**config.mk**
```make
export PLATFORM = sky130hd
export DESIGN_NAME = rgf_fifo
export DESIGN_NICKNAME = d
export VERILOG_FILES = /design/src/design/rgf_pkg.sv /design/src/design/rgf_fifo.sv
export SDC_FILE = /design/constraint.sdc
export NUM_CORES = 1
export LEC_CHECK = 0
export BUFFER_PORTS_ARGS = -buffer_cell sky130_fd_sc_hd__buf_2
export CAP_MARGIN = 20
export CORE_MARGIN = 5
export CORE_UTILIZATION = 50
export CTS_CLUSTER_DIAMETER = 120
export DETAILED_ROUTE_END_ITERATION = 8
export PLACE_DENSITY = 0.71
export SLEW_MARGIN = 20
export SYNTH_ARGS = -nofsm -noshare
export SYNTH_HDL_FRONTEND = slang
export SYNTH_SLANG_ARGS = --single-unit
export TNS_END_PERCENT = 50
```
**constraint.sdc**
```tcl
create_clock -name clk -period 3.7 [get_ports clk]
set_input_delay 0.185 -clock clk [delete_from_list [all_inputs] [get_ports clk]]
set_output_delay 0.185 -clock clk [all_outputs]
set_load 0.05 [all_outputs]
```
**src/design/rgf_pkg.sv**
```systemverilog
// Shared types, constants and a width helper for the two-circle radial gradient unit.
package rgf_pkg;

  localparam int TABLE_SIZE_DEF    = 1024;
  localparam int FRACTION_BITS_DEF = 4;
  localparam int PIXEL_W           = 12;
  localparam int INDEX_W           = 10;
  localparam int CFG_W             = 16;
  localparam int ADDR_W            = 5;
  localparam int DATA_W            = 32;
  localparam int REG_IDX_W         = 3;
  localparam int Q_DEPTH           = 4;

  localparam logic [REG_IDX_W-1:0] REG_START_X      = 3'd0;
  localparam logic [REG_IDX_W-1:0] REG_START_Y      = 3'd1;
  localparam logic [REG_IDX_W-1:0] REG_END_X        = 3'd2;
  localparam logic [REG_IDX_W-1:0] REG_END_Y        = 3'd3;
  localparam logic [REG_IDX_W-1:0] REG_START_RADIUS = 3'd4;
  localparam logic [REG_IDX_W-1:0] REG_END_RADIUS   = 3'd5;

  typedef struct packed {
    logic signed [CFG_W-1:0] start_x;
    logic signed [CFG_W-1:0] start_y;
    logic signed [CFG_W-1:0] end_x;
    logic signed [CFG_W-1:0] end_y;
    logic [CFG_W-1:0]        start_radius;
    logic [CFG_W-1:0]        end_radius;
  } cfg_regs_t;

  typedef struct packed {
    logic full;
    logic empty;
  } q_status_t;

  // Width of a signed length in half-fraction units, covering pixel centres and doubled registers.
  function automatic int coord_width(input int f);
    return ((13 + f > 17) ? 13 + f : 17) + 2;
  endfunction

endpackage

```
**src/design/rgf_fifo.sv**
```systemverilog
// Short queue between the front and back halves of the gradient unit.
module rgf_fifo #(
  parameter int WIDTH = 8,
  parameter int DEPTH = rgf_pkg::Q_DEPTH
) (
  input  logic                clk,
  input  logic                rst_n,
  input  logic                push,
  input  logic [WIDTH-1:0]    din,
  input  logic                pop,
  output logic [WIDTH-1:0]    dout,
  output rgf_pkg::q_status_t  status
);
  localparam int AW = (DEPTH > 1) ? $clog2(DEPTH) : 1;
  localparam int CW = $clog2(DEPTH + 1);

  logic [WIDTH-1:0] mem_r [0:DEPTH-1];
  logic [AW-1:0]    wr_ptr_r;
  logic [AW-1:0]    rd_ptr_r;
  logic [CW-1:0]    cnt_r;

  always_ff @(posedge clk) begin
    if (!rst_n) begin
      wr_ptr_r <= '0;
      rd_ptr_r <= '0;
      cnt_r    <= '0;
    end else begin
      if (push) begin
        wr_ptr_r <= (wr_ptr_r == AW'(DEPTH - 1)) ? '0 : wr_ptr_r + 1'b1;
      end
      if (pop) begin
        rd_ptr_r <= (rd_ptr_r == AW'(DEPTH - 1)) ? '0 : rd_ptr_r + 1'b1;
      end
      if (push && !pop) begin
        cnt_r <= cnt_r + 1'b1;
      end else if (pop && !push) begin
        cnt_r <= cnt_r - 1'b1;
      end
    end
  end

  always_ff @(posedge clk) begin
    if (push) begin
      mem_r[wr_ptr_r] <= din;
    end
  end

  assign dout         = mem_r[rd_ptr_r];
  assign status.full  = (cnt_r == CW'(DEPTH));
  assign status.empty = (cnt_r == '0);
endmodule

```
* After elaboration in Yosys (flattened, before gate mapping)
Memories as Yosys holds them, arrays and structs flattened. A register that Yosys moved wholly into a read port is not among the register bits.
Cells that the tools add are included.
** Storage, ports and cells
- Bits in registers :: 7
- RAM bits :: 32
- Input port bits :: 12
- Output and inout port bits :: 10
- Logic and storage cells :: 25
- Memories kept :: 1
** Memories
- mem_r :: depth 4, bits a word 8, read ports 1, clocked after Yosys merged registers in 1, write ports 1, line rgf_fifo.sv:17 : logic [WIDTH-1:0] mem_r [0:DEPTH-1];
** Cells by class
- Add/subtract/negate cells :: 4
- Equal/unequal tests :: 3
- Mux-type cells :: 8
- Reduce and logical (&&, ||, !) cells :: 6
** Operators by type and width (count)
- $mux W2 :: 4
- $mux W3 :: 2
- $add A2 B1 Y2 const B :: 2
- $eq A2 B2 Y1 const B :: 2
- $add A3 B1 Y3 const B :: 1
- $eq A3 B3 Y1 const B :: 1
- $logic_not A3 Y1 :: 1
- $sub A3 B1 Y3 const B :: 1
- $logic_and A1 B1 Y1 :: 2
- $logic_not A1 Y1 :: 2
- $mux W1 :: 2
- $reduce_bool A2 Y1 :: 1

* Depth between registers and ports, before layout
- Word-level depth :: 4
- Depth in mapped cells :: 7

* Least setup slack after synthesis
No wires, ideal clock.
- Path type :: register to output
- Start :: register cnt_r[1]
- End :: output port status[1] (netlist name)
- Arrival :: 1502 ps
- Path slack :: 2013 ps
- Cell stages (with the launch flop) :: 2
- Path buffers :: 0
- Cell sequence :: dfxtp_1 nor3b_1
** RTL lines
- from (decl) :: line rgf_fifo.sv:20 : logic [CW-1:0] cnt_r;
- from (signal assigned) :: line rgf_fifo.sv:35 : cnt_r <= cnt_r + 1'b1;
- from (signal assigned) :: line rgf_fifo.sv:37 : cnt_r <= cnt_r - 1'b1;
- to (decl) :: line rgf_fifo.sv:12 : output rgf_pkg::q_status_t status

==> flow_results.org <==
** Routing
- After detailed routing, the average wire length per cell comes to 14.9 µm.
- DRC violations left :: 0
- Across all layers, the routed design uses between 700 and 800 vias.
- Iteration count of the initial detailed-routing pass :: 4
- In the routed layout, each cell is associated on average with a via count of between 5 and 6.
- Final antenna-violating net count :: 0
- Detailed Route Iter0 Violations :: 17
- After detailed routing, the total wire length is 2.34 mm.

** Global routing
- Grt total ovfl :: 0
- Tot GR Track Use :: 0.127
- The initial antenna violation count was 0.
- Number of global-route vias before repair :: 823
- First-pass GRT wire length :: ~3.9 mm
- Largest net degree at the start of global routing :: 14

** Setup path
- In this run the critical register-to-register path is launched from cnt_r[0].
- Critical-path maximum fanout :: 8
- The largest single stage delay on the critical path is 0.69 ns.
- STA classifies the critical path endpoint as an output pin.
- Library cell contributing the largest single delay on the critical path :: sky130_fd_sc_hd__dfxtp_1
- Reg-to-reg critical path endpoint :: cnt_r[2]
- Sort of element at the start of the critical path :: register
- Cell Chain, Critical Path :: mux4_2, buf_2
- By startpoint and endpoint, the worst setup path is classified as register to output pin.
- Crit path arrival time :: 1.84 ns
- The worst register-to-register path has a setup slack of approximately 2.2 ns.
- Reg2reg path depth :: 4
- Req. time, crit path :: 3.51 ns

** Yosys
- Synthesized netlist net count :: ~110
- Combined area of all synthesized cells :: 1620 µm²
- Synthesis produced 86 cells.
- A synthesized cell averages 18.8 µm².
- Number of synthesis warnings :: 0
- The share of the Yosys chip area taken by registers is 0.706.
- Synth cell types :: 20
- After synthesis the netlist holds a flip-flop and latch count of 41.

** Finish
- Register cell area after layout :: 1140 µm²
- Of the cells placed in the final design, the portion with a size suffix greater than 1 is 0.319.
- For this run, the share of the core covered by cells in the final layout is 0.596.
- The finished layout holds 157 standard cells, fillers aside.
- Inserted Diodes :: 0
- After the last flow step, the layout net total stands at 131.
- Count of fill cells added during filler insertion :: 229
- The multi-input combinational cells in the finished layout cover a total of 443 µm².
- Area Growth Syn to Fin :: 13.6%

** Clock tree
- Post-CTS timing repair inserted 0 buffers for setup.
- Hold buffers post-CTS :: 0
- # resized after CTS :: 0
- Buffer depth of the longest clock path :: 2
- At the later pin of the worst-skew pair, clock insertion delay measures 0.34 ns.
- In this run, CTS created clock tree buffers numbering 5.
- TritonCTS built the clock tree.
- After clock tree synthesis, the clock-pin slew on the worst setup and hold paths is 0.12 ns.
- Clock net sink count :: 41
- H-tree levels :: 2
- The root buffer cell chosen for the clock tree is sky130_fd_sc_hd__clkbuf_4.

** Timing
- Setup total negative slack on the finished layout was measured at 0 ns.
- Worst slew margin relative to its limit :: 0.631
- The final number of max-transition violations came to 0.
- Final Setup Violations :: 0
- In the finished design, the share of the clock period the worst path needs comes to 0.547.
- For the pin with the worst max-slew slack, the measured transition is 0.552 ns.
- Based on the critical path, the design can be clocked at up to just under 500 MHz.
- Worst clock skew :: 0.00924 ns
- The final number of hold-violating endpoints came to 0.
- Setup repair after global routing left no endpoint under its margin.
- The worst path needs 2.02 ns of the cycle, external delays included.
- Setup slack closes at between 1.5 and 2 ns.

** Place
- Counting tap cells, the placed design contains a total of 149 instances.
- Port Buffer Count :: 21
- Total half-perimeter wirelength after legalization and detailed placement :: roughly 1.6 mm
- Worst slack at placement :: 2.00 ns
- Weighted congestion at the end of routability-driven global placement :: around 0.69

** Die
- The core region is between 3000 and 4000 µm².
- Die Ht :: 66.8 µm
- Overall die width :: between 60 and 70 µm
- Core Rows :: 20
- Pin placement for this block handled 22 I/O pins.
- Starting utilization of the core area :: 0.525
- Die Area :: 4470 µm²

** Flow run
- Max-cap violations in this run came to 0.

** Pwr
- Standby leakage power :: 0.674 nW
- Peak ir drop on the vdd network :: 225 µV
- Dividing total power by cell area gives a power density of 531 nW/µm².

** Min path
- The worst hold path begins at din[5].
- The worst hold path belongs to the class input port to register.
- The worst hold path terminates at mem_r[2][5].
- Worst hold path depth :: 1

** Run status
- The run finished with clean final reports.
==> cell usage in the layout (no fill, tap or decap), types with 2 or more instances in the layout <==
cell type	netlist	layout
sky130_fd_sc_hd__clkbuf_4	0	5
sky130_fd_sc_hd__edfxtp_1	32	32
sky130_fd_sc_hd__nor2b_1	5	5
sky130_fd_sc_hd__mux2i_1	4	4
sky130_fd_sc_hd__dfxtp_1	9	9
sky130_fd_sc_hd__mux4_2	8	8
sky130_fd_sc_hd__buf_2	0	21
sky130_fd_sc_hd__and2_1	5	5
sky130_fd_sc_hd__nor3_1	2	2
sky130_fd_sc_hd__inv_1	4	4
sky130_fd_sc_hd__ha_1	6	6
==> flip-flops by register name, indices dropped and copies added (netlist names), named ones only <==
| signal | cells |
|---|---|
| mem_r | 32 |
| rd_ptr_r | 2 |
| cnt_r | 3 |
| wr_ptr_r | 2 |
==> report_power, final <==
group | leakage, nW | switching [mW] | internal, mW
Sequential | 0.368 | 0.0195 | 0.523
Combinational | 0.264 | 0.100 | 0.0538
Clock | 0.0422 | 0.135 | 0.142
Total | 0.674 | 0.255 | 0.719
==> critical path, delay by kind of cell (launching register included) <==
| family | cells | cell delay [ns] |
|---|---|---|
| multiplexers | 1 | 0.58 |
| flip-flops | 1 | 0.69 |
| buffers and inverters | 1 | 0.23 |
==> stage by stage <==
stage | power, mW | hold WS, ns | instance area, µm²
global route | 1.01 | 0.0234 | 1840
global placement | 0.705 | 0.397 | 1760
CTS | 0.986 | 0.0323 | 1840
floorplan | 0.671 | 0.284 | 1620
detailed placement | 0.710 | 0.408 | 1760
finish | 0.974 | 0.0448 | 1840
==> Yosys cell counts (all sizes together) <==
master,instances,area share
clkbuf,1,0.0031
nor3b,1,0.0046
fa,1,0.012
nor2b,5,0.019
dfxtp,9,0.11
xor2,1,0.0054
o21a,1,0.0046
and2,5,0.019
or3,1,0.0039
nor3,2,0.0062
edfxtp,32,0.59
o21ai,1,0.0031
mux2i,4,0.025
a21boi,1,0.0046
mux4,8,0.11
ha,6,0.046
inv,4,0.0093
buf,1,0.0070
nor2,1,0.0023
xnor2,1,0.0054
==> layer usage <==
layer	wire length (µm)	vias to the layer above	part of all wire	GRT usage
met2	1120	19	0.48	0.194
met5	0	-	0	0
met1	1020	386	0.43	0.151
met3	133	6	0.057	0.0438
li1	-	380	-	-
met4	65	0	0.028	0.0838
==> area by class of cell <==
class | instances | share of cell area
timing repair buffer | 21 | 0.0573
sequential | 41 | 0.622
clock inverter | 2 | 0.0191
multi-input combinational | 39 | 0.241
clock buffer | 6 | 0.0225
tap | 44 | 0.0300
inverter | 4 | 0.00818
==> worst max-delay path by stage <==
stage,start,to,slack [ns],depth (start not counted)
2_1_floorplan,cnt_r[1],status[1],2.01,1
3_3_place_gp,register,dout[7],2.02,2
3_5_place_dp,register,dout[1],2.00,2
4_1_cts,register,dout[1],1.60,2
5_1_grt,register,dout[2],1.55,2
6_report,register,dout[1],1.68,2
==> logic make-up after synthesis <==
family,after synthesis,synth area share
AO/OA/AOI/OAI,3,0.0124
multiplexers,12,0.136
AND/OR/NAND/NOR,15,0.0558
buffers and inverters,6,0.0194
adder cells (fa/ha/maj),7,0.0589
flip-flops,41,0.706
XOR/XNOR,2,0.0108
Power figures use the tool's default switching activity.
